### config.mk
export PLATFORM = sky130hd
export DESIGN_NAME = palmdoc_dec
export DESIGN_NICKNAME = d
export VERILOG_FILES = /design/src/rtl/palmdoc_lz77_decompressor_top_defines.svh /design/src/rtl/palmdoc_pkg.sv /design/src/rtl/palmdoc_dec.sv
export SDC_FILE = /design/constraint.sdc
export NUM_CORES = 1
export LEC_CHECK = 0
export ABC_AREA = 1
export BUFFER_PORTS_ARGS = -buffer_cell sky130_fd_sc_hd__buf_2
export CORE_ASPECT_RATIO = 1.2
export CORE_MARGIN = 5
export CORE_UTILIZATION = 45
export CTS_CLUSTER_SIZE = 8
export DETAILED_ROUTE_END_ITERATION = 6
export GPL_TIMING_DRIVEN = 0
export SYNTH_ARGS = -nofsm -noshare
export SYNTH_HDL_FRONTEND = slang
export SYNTH_SLANG_ARGS = --single-unit
### constraint.sdc
create_clock -name clk_i -period 7.7 [get_ports clk_i]
set_clock_uncertainty 0.15 [all_clocks]
set_input_delay 1.54 -clock clk_i [delete_from_list [all_inputs] [get_ports clk_i]]
set_output_delay 1.54 -clock clk_i [all_outputs]
set_load 0.02 [all_outputs]
### src/rtl/palmdoc_lz77_decompressor_top_defines.svh
// Assertion macros for the PalmDoc LZ77 decompressor.
`ifndef PALMDOC_LZ77_DECOMPRESSOR_TOP_DEFINES_SVH
`define PALMDOC_LZ77_DECOMPRESSOR_TOP_DEFINES_SVH
`ifndef ASSERT_OFF
`define PD_ASSERT(lbl, prop) \
  lbl: assert property (@(posedge clk_i) disable iff (!rst_ni) prop) \
    else $error("palmdoc: assertion failed");
`define PD_ASSERT_ALWAYS(lbl, prop) \
  lbl: assert property (@(posedge clk_i) prop) \
    else $error("palmdoc: assertion failed");
`else
`define PD_ASSERT(lbl, prop)
`define PD_ASSERT_ALWAYS(lbl, prop)
`endif
`endif

### src/rtl/palmdoc_pkg.sv
`timescale 1ns / 1ps
package palmdoc_pkg;

  localparam int unsigned HistDepth = 2048;
  localparam int unsigned HistAw    = $clog2(HistDepth);
  localparam int unsigned CountW    = HistAw + 1;
  localparam int unsigned LenW      = 4;
  localparam int unsigned LenBase   = 3;

  localparam logic [7:0] SpaceByte = 8'h20;
  localparam logic [7:0] PassMax   = 8'h08;
  localparam logic [7:0] LitMax    = 8'h7F;
  localparam logic [7:0] PairMin   = 8'hC0;
  localparam logic [7:0] FlipMask  = 8'h80;

  typedef enum logic [1:0] {
    MODE_IDLE,
    MODE_LITERAL,
    MODE_AWAIT_LOW,
    MODE_STOPPED
  } mode_e;

  typedef enum logic [1:0] {
    ST_IN,
    ST_PAIR,
    ST_COPY
  } state_e;

  typedef struct packed {
    logic [7:0] in_byte;
    logic       record_end;
  } in_word_t;

  typedef struct packed {
    logic [7:0] out_byte;
    logic       last_of_run;
  } out_word_t;

  typedef struct packed {
    logic              valid;
    out_word_t         word;
  } emit_t;

  typedef struct packed {
    logic              we;
    logic [HistAw-1:0] waddr;
    logic [7:0]        wdata;
    logic              re;
    logic [HistAw-1:0] raddr;
  } ram_req_t;

  typedef struct packed {
    logic busy;
  } dec_status_t;

endpackage

### src/rtl/palmdoc_dec.sv
`timescale 1ns / 1ps
module palmdoc_dec (
  input  logic                     clk_i,
  input  logic                     rst_ni,
  input  logic                     in_valid_i,
  input  palmdoc_pkg::in_word_t    in_word_i,
  output logic                     in_stall_o,
  input  logic                     emit_ok_i,
  output palmdoc_pkg::emit_t       emit_o,
  output palmdoc_pkg::ram_req_t    ram_req_o,
  input  logic [7:0]               ram_rdata_i,
  output palmdoc_pkg::dec_status_t status_o
);
  import palmdoc_pkg::*;

  state_e              state_q, state_d;
  mode_e               mode_q, mode_d;
  logic [HistAw-1:0]   wp_q, wp_d;
  logic [CountW-1:0]   be_q, be_d;
  logic [LenW-1:0]     lit_q, lit_d;
  logic [7:0]          pend_q, pend_d;
  logic [HistAw-1:0]   dist_q, dist_d;
  logic [LenW-1:0]     rem_q, rem_d;
  logic                rec_q, rec_d;
  logic                fwd_q, fwd_d;
  logic [7:0]          prev_q, prev_d;
  logic [7:0]          pair_q, pair_d;

  logic                accept;
  logic [7:0]          c;
  logic [15:0]         tok;
  logic [HistAw-1:0]   dist_in;
  logic [LenW-1:0]     len_in;
  logic [CountW-1:0]   be_inc;
  logic [7:0]          copy_data;
  logic                copy_last;
  logic                ref_start;
  logic                pair_start;
  logic                clear;

  assign in_stall_o = (state_q != ST_IN) || !emit_ok_i;
  assign accept     = in_valid_i && !in_stall_o;
  assign c          = in_word_i.in_byte;
  assign tok        = {pend_q, c};
  assign dist_in    = tok[HistAw+2:3];
  assign len_in     = {1'b0, tok[2:0]} + LenW'(LenBase);
  assign be_inc     = (be_q == CountW'(HistDepth)) ? be_q : be_q + 1'b1;
  assign copy_data  = fwd_q ? prev_q : ram_rdata_i;
  assign copy_last  = (rem_q == LenW'(1)) || ({1'b0, dist_q} > be_inc);
  assign ref_start  = accept && (mode_q == MODE_AWAIT_LOW) && (dist_in != '0) &&
                      ({1'b0, dist_in} <= be_q);
  assign pair_start = accept && (mode_q == MODE_IDLE) && (c >= PairMin);
  assign status_o.busy = (state_q != ST_IN);

  always_comb begin
    state_d = state_q;
    case (state_q)
      ST_IN: begin
        if (ref_start) begin
          state_d = ST_COPY;
        end else if (pair_start) begin
          state_d = ST_PAIR;
        end
      end
      ST_PAIR: begin
        if (emit_ok_i) begin
          state_d = ST_IN;
        end
      end
      ST_COPY: begin
        if (emit_ok_i && copy_last) begin
          state_d = ST_IN;
        end
      end
      default: state_d = ST_IN;
    endcase
  end

  always_comb begin
    mode_d    = mode_q;
    wp_d      = wp_q;
    be_d      = be_q;
    lit_d     = lit_q;
    pend_d    = pend_q;
    dist_d    = dist_q;
    rem_d     = rem_q;
    rec_d     = rec_q;
    fwd_d     = fwd_q;
    prev_d    = prev_q;
    pair_d    = pair_q;
    emit_o    = '0;
    ram_req_o = '0;
    clear     = 1'b0;

    case (state_q)
      ST_IN: begin
        if (accept) begin
          case (mode_q)
            MODE_LITERAL: begin
              emit_o.valid            = 1'b1;
              emit_o.word.out_byte    = c;
              emit_o.word.last_of_run = 1'b1;
              lit_d = lit_q - 1'b1;
              if (lit_q == LenW'(1)) begin
                mode_d = MODE_IDLE;
              end
            end
            MODE_AWAIT_LOW: begin
              mode_d = MODE_IDLE;
              if (dist_in == '0) begin
                mode_d = MODE_STOPPED;
              end else if (ref_start) begin
                dist_d          = dist_in;
                rem_d           = len_in;
                fwd_d           = 1'b0;
                ram_req_o.re    = 1'b1;
                ram_req_o.raddr = wp_q - dist_in;
              end
            end
            MODE_STOPPED: begin
            end
            default: begin
              if (c <= LitMax && (c == '0 || c > PassMax)) begin
                emit_o.valid            = 1'b1;
                emit_o.word.out_byte    = c;
                emit_o.word.last_of_run = 1'b1;
              end else if (c <= PassMax) begin
                lit_d  = c[LenW-1:0];
                mode_d = MODE_LITERAL;
              end else if (c >= PairMin) begin
                emit_o.valid            = 1'b1;
                emit_o.word.out_byte    = SpaceByte;
                emit_o.word.last_of_run = 1'b0;
                pair_d = c ^ FlipMask;
              end else begin
                pend_d = c;
                mode_d = MODE_AWAIT_LOW;
              end
            end
          endcase
          if (ref_start || pair_start) begin
            rec_d = in_word_i.record_end;
          end else if (in_word_i.record_end) begin
            clear = 1'b1;
          end
        end
      end
      ST_PAIR: begin
        if (emit_ok_i) begin
          emit_o.valid            = 1'b1;
          emit_o.word.out_byte    = pair_q;
          emit_o.word.last_of_run = 1'b1;
          clear = rec_q;
        end
      end
      ST_COPY: begin
        if (emit_ok_i) begin
          emit_o.valid            = 1'b1;
          emit_o.word.out_byte    = copy_data;
          emit_o.word.last_of_run = copy_last;
          rem_d  = rem_q - 1'b1;
          prev_d = copy_data;
          // distance one reads the slot written this cycle: take it from prev
          fwd_d  = (dist_q == HistAw'(1));
          if (copy_last) begin
            clear = rec_q;
          end else begin
            ram_req_o.re    = (dist_q != HistAw'(1));
            ram_req_o.raddr = wp_q + HistAw'(1) - dist_q;
          end
        end
      end
      default: begin
      end
    endcase

    if (emit_o.valid) begin
      ram_req_o.we    = 1'b1;
      ram_req_o.waddr = wp_q;
      ram_req_o.wdata = emit_o.word.out_byte;
      wp_d = wp_q + 1'b1;
      be_d = be_inc;
    end

    if (clear) begin
      wp_d   = '0;
      be_d   = '0;
      mode_d = MODE_IDLE;
      lit_d  = '0;
      pend_d = '0;
      rec_d  = 1'b0;
    end
  end

  always_ff @(posedge clk_i or negedge rst_ni) begin
    if (!rst_ni) begin
      state_q <= ST_IN;
      mode_q  <= MODE_IDLE;
      wp_q    <= '0;
      be_q    <= '0;
      lit_q   <= '0;
      pend_q  <= '0;
      rem_q   <= '0;
      rec_q   <= 1'b0;
      fwd_q   <= 1'b0;
    end else begin
      state_q <= state_d;
      mode_q  <= mode_d;
      wp_q    <= wp_d;
      be_q    <= be_d;
      lit_q   <= lit_d;
      pend_q  <= pend_d;
      rem_q   <= rem_d;
      rec_q   <= rec_d;
      fwd_q   <= fwd_d;
    end
  end

  always_ff @(posedge clk_i) begin
    dist_q <= dist_d;
    prev_q <= prev_d;
    pair_q <= pair_d;
  end

endmodule

## After elaboration in Yosys (flattened, before gate mapping)

Index checks and enable logic that the tools add are counted.
W data, S select, Z words.

- Bits in registers: 70
- Output and inout port bits: 44
- Word-level logic and storage cells: 167

- Add/sub/neg operators: 7
- Order comparisons: 6
- Equality and inequality tests: 28
- Muxes and demuxes: 72
- Bitwise gates (word level): 5
- Reductions and logical operators: 37

Operators with widths:

| operator | number |
|---|---|
| $mux W12 | 9 |
| $mux W10 | 6 |
| $mux W6 | 7 |
| $mux W4 | 10 |
| $pmux W10 S3 | 1 |
| $mux W2 | 12 |
| $pmux W12 S2 | 1 |
| $reduce_and A6 Y1 | 4 |
| $mux W11 | 2 |
| $ne A2 B2 Y1 const B | 11 |
| $sub A11 B11 Y11 | 2 |
| $mux W20 | 1 |
| $pmux W10 S2 | 1 |
| $pmux W4 S2 | 2 |
| $mux W1 | 15 |
| $add A12 B1 Y12 const B | 1 |
| $eq A12 B12 Y1 const B | 1 |
| $gt A11 B12 Y1 | 1 |
| $le A11 B12 Y1 | 1 |
| $pmux W2 S3 | 2 |
| $reduce_bool A2 Y1 | 6 |
| $add A11 B1 Y11 const B | 1 |
| $eq A11 B1 Y1 const B | 1 |
| $logic_not A11 Y1 | 1 |
| other kinds (31) | 56 |

## Depth between registers and ports, before layout

- Depth in word-level cells: 13
- Depth in mapped cells: 25
- Gate-level depth less buffers: 24

## Worst setup path after synthesis

No wires, ideal clock.

- Kind: in2out
- Start point: input in_word_i[5] (netlist bit)
- End point: output ram_req_o[6] (netlist bit)
- Arrival: 3.140 ns
- Required time: 6.010 ns
- Setup slack: 2.870 ns
- Stages on the path: 12
- Cells stage by stage: ha_1 > inv_1 > nor2_1 > nor2_1 > o21ai_0 > nand2_1 > nand3_1 > nand2_1 > nand2_1 > inv_1 > o21ai_0 > o22ai_1

RTL lines:

| element | RTL line | source |
|---|---|---|
| from (decl) | palmdoc_dec.sv:6 | `input palmdoc_pkg::in_word_t in_word_i,` |
| to (decl) | palmdoc_dec.sv:10 | `output palmdoc_pkg::ram_req_t ram_req_o,` |

==> out/qor.csv <==
stage,metric,value,unit
logic_synthesis,commonest cells in the netlist,"nand2_1, inv_1, ha_1, nor2_1, a21oi_1",
timing,Final Hold Fails,0,
grt,GR Layer Usage met3,2.84,%
critical_path,Critical-path top delay cell,inv_1,
grt,vias in the first global route,5261,
layout,share of layout cells above drive strength 1,15.9,%
route,Vias,5483,
critical_path,crit-path max FO,16,
grt,GR Util met2,35.1,%
route,Post-DRT Antenna Nets,0,
clocking,CTS Hold Buffers Added,0,
pwr,switch share,41.9,%
pwr,Peak supply drop,0.110,mV
timing,worst slew pin tran,1.10,ns
logic_synthesis,leading area contributor after synthesis,dfrtp_1,
status,status,completed,
critical_path,CP arrival,3.78,ns
logic_synthesis,register area share after synthesis,30.6,%
critical_path,critical path class,in2out,
critical_path,Setup crit end,ram_req_o[3],
critical_path,Setup crit end kind,output port,
pwr,logic gate share of total power,47.2,%
layout,Register Area,1890,um2
route,1st-iter DRT viols,338,
logic_synthesis,Yosys top cell area share,17.4,%
layout,area of the multi-input gates,3540,um2
grt,pin count of the biggest net entering global routing,44,
pwr,static leakage,3.52,nW
clocking,H-tree levels,3,
route,DR WL/cell,15.4,um
critical_path,crit path launch,in_word_i[7],
timing,WHS,0.344,ns
clocking,clk root buf,clkbuf_16,
logic_synthesis,ys flop type,dfrtp_1,
critical_path,reg2reg path depth,25,
critical_path,"most used cell, CP",nand2_1,
min_path,Hold Path Class,reg2reg,
die,Die ar.,16200,um2
pwr,Sw Pwr,819,uW
grt,met1 Resource Use GR,28.0,%
logic_synthesis,Yosys cell types,46,
timing,Max Clk Rate,183,MHz
grt,remaining global-route overflow,0,
logic_synthesis,Syn Inst Count,840,
die,Die Y,138,um
logic_synthesis,Seq cells post-synth,70,
critical_path,Critical Path RT,6.01,ns
clocking,TritonCTS Buffers,9,
timing,endpoints failing setup,0,
logic_synthesis,yosys warns,0,
logic_synthesis,Post-synth EDFFs,27,
logic_synthesis,Syn Std Cell Area,6170,um2
die,io pins,65,
grt,Tot GR Track Use,21.2,%
layout,n_diodes,0,
route,Vias/cell,5.03,
timing,period utilization,71.0,%
pwr,Flop pwr share,26.9,%
clocking,CTS tree,done,
timing,worst rel slew slack,25.9,%
critical_path,largest stage delay on the critical path,0.50,ns
placement,Port Buffer Count,63,
clocking,Worst-Skew Late Latency,0.33,ns
critical_path,CP startpoint kind,input port,
timing,RSZ-0062 raised after global routing,false,
run,max_cap viols,0,
die,Row Count,47,
pwr,final total power,1.95,mW
critical_path,RR Startpoint,be_q[0],
die,core area,13600,um2
grt,GRT busiest layer,met2,
critical_path,worst-path cell chain,buf_2 > ha_1 > a21oi_1 > o21ai_0 > nand2_1 > nand3_1 > nand2_1 > nand2_1 > inv_1 > o21ai_0 > a21oi_1 > o21bai_1 > buf_2,
die,die width,117,um
critical_path,"reg-to-reg slack, setup",4.40,ns
critical_path,Reg2Reg Capture Point,wp_q[4],
clocking,post-CTS setup buffer count,0,
clocking,Max Root-Sink Buffers,2,
pwr,Clock Power Share,25.9,%
die,Initial Utilization,45.2,%
logic_synthesis,"Async S/R FF share, synth",61.4,%
timing,Tmin final,5.47,ns
logic_synthesis,Syn Nets,923,
grt,global-route wire length before repair,26.8,mm
clocking,Sink Count,70,
logic_synthesis,Synth Area per Inst,7.35,um2
layout,area delta synth->final,14.4,%
layout,Nets,997,
pwr,Power Density,277,nW/um2
pwr,Internal,1.13,mW
timing,Final Max Tran Viols,0,
layout,Filler cells,1387,
route,Pre-antenna DRT Iters,4,
placement,Post-DP HPWL,13.5,mm
clocking,clock-pin slew on the worst setup and hold paths,0.06,ns
placement,GPL Wtd Cong,0.926,
route,drt drc,0,
grt,initial antenna violation count,0,
clocking,Resize count post-CTS,0,
timing,final setup TNS,0,ns
logic_synthesis,top-count cell post-synth,nand2_1,
logic_synthesis,top post-synthesis cells by area,"dfrtp_1, edfxtp_1, nand2_1, ha_1, inv_1",
route,drt total wl,16.8,mm
==> kinds of logic after synthesis <==
group	share of synthesized area (%)
compound gates	15.7
xor+xnor	4.68
fa+ha+maj	12.8
buf+inv	12.1
flops	30.6
simple gates	24.1
==> how the worst min path moves through the flow <==
stage	to	slack, ns	startpoint	depth (start not counted)
3_5_place_dp	dist_q[9]	0.33	pend_q[4]	0
5_1_grt	dist_q[7]	0.38	pend_q[2]	0
6_report	dist_q[9]	0.34	pend_q[4]	0
3_3_place_gp	dist_q[9]	0.32	pend_q[4]	0
2_1_floorplan	dist_q[5]	0.30	pend_q[0]	0
4_1_cts	dist_q[9]	0.35	pend_q[4]	0
==> registers in the layout, summed over array words and instances, names as in the netlist <==
| signal | flops |
|---|---|
| fwd_q | 1 |
| dist_q | 11 |
| prev_q | 8 |
| wp_q | 11 |
| be_q | 12 |
| rec_q | 1 |
| pend_q | 6 |
| state_q | 2 |
| pair_q | 8 |
| mode_q | 2 |
| rem_q | 4 |
| lit_q | 4 |
==> through the flow <==
step	setup WS, ns	instance area, um2	utilization [%]	std cells
after floorplan	2.87	6170	-	840
after global placement	2.20	6700	49.1	1074
after detailed placement	2.17	6700	49.1	1074
after CTS	2.17	7060	51.8	1090
after global routing	2.01	7060	51.8	1090
final	2.23	7060	51.8	1090
==> metal layers <==
metal	part of all wire (%)	up-vias	wire (um)
li1	-	2874	-
met1	45	2502	7530
met2	49	81	8180
met3	3.5	26	590
met4	2.9	0	487
met5	0	-	0
==> power groups by stage <==
stage          combinational (mW)  clock [mW]  sequential, mW
5_1_grt                      1.05       0.530           0.534
2_1_floorplan               0.701           0           0.506
3_5_place_dp                0.924           0           0.533
3_3_place_gp                0.916           0           0.531
4_1_cts                     0.928       0.517           0.526
6_report                    0.921       0.507           0.525
==> worst max-delay path, delay by kind of cell <==
kind	cells	cell delay, ns
simple gates	4	0.34
compound gates	5	0.70
fa+ha+maj	1	0.33
buf+inv	3	0.87
==> layout make-up <==
type / instances / area share [%]
tap: 171 / 3.03
sequential: 70 / 26.7
clock buffer: 9 / 3.19
timing repair buffer: 63 / 4.46
buffer: 23 / 2.20
clock inverter: 7 / 1.93
multi-input combinational: 589 / 50.1
inverter: 158 / 8.41
==> cells in the final DEF (no fill, tap or decap), types with 6 or more instances in the layout <==
master and count:
nor4_1 6, o21ai_0 31, a22oi_1 10, xor2_1 28
a21oi_1 47, clkbuf_1 10, nand4_1 13, clkbuf_16 9
nand2_1 214, dfrtp_1 43, inv_2 6, a21oi_2 33
nand3_1 36, buf_2 67, nor2_1 49, inv_1 149
edfxtp_1 27, nor3_1 12, ha_1 60
No activity file was read; power rests on OpenSTA's default activity.
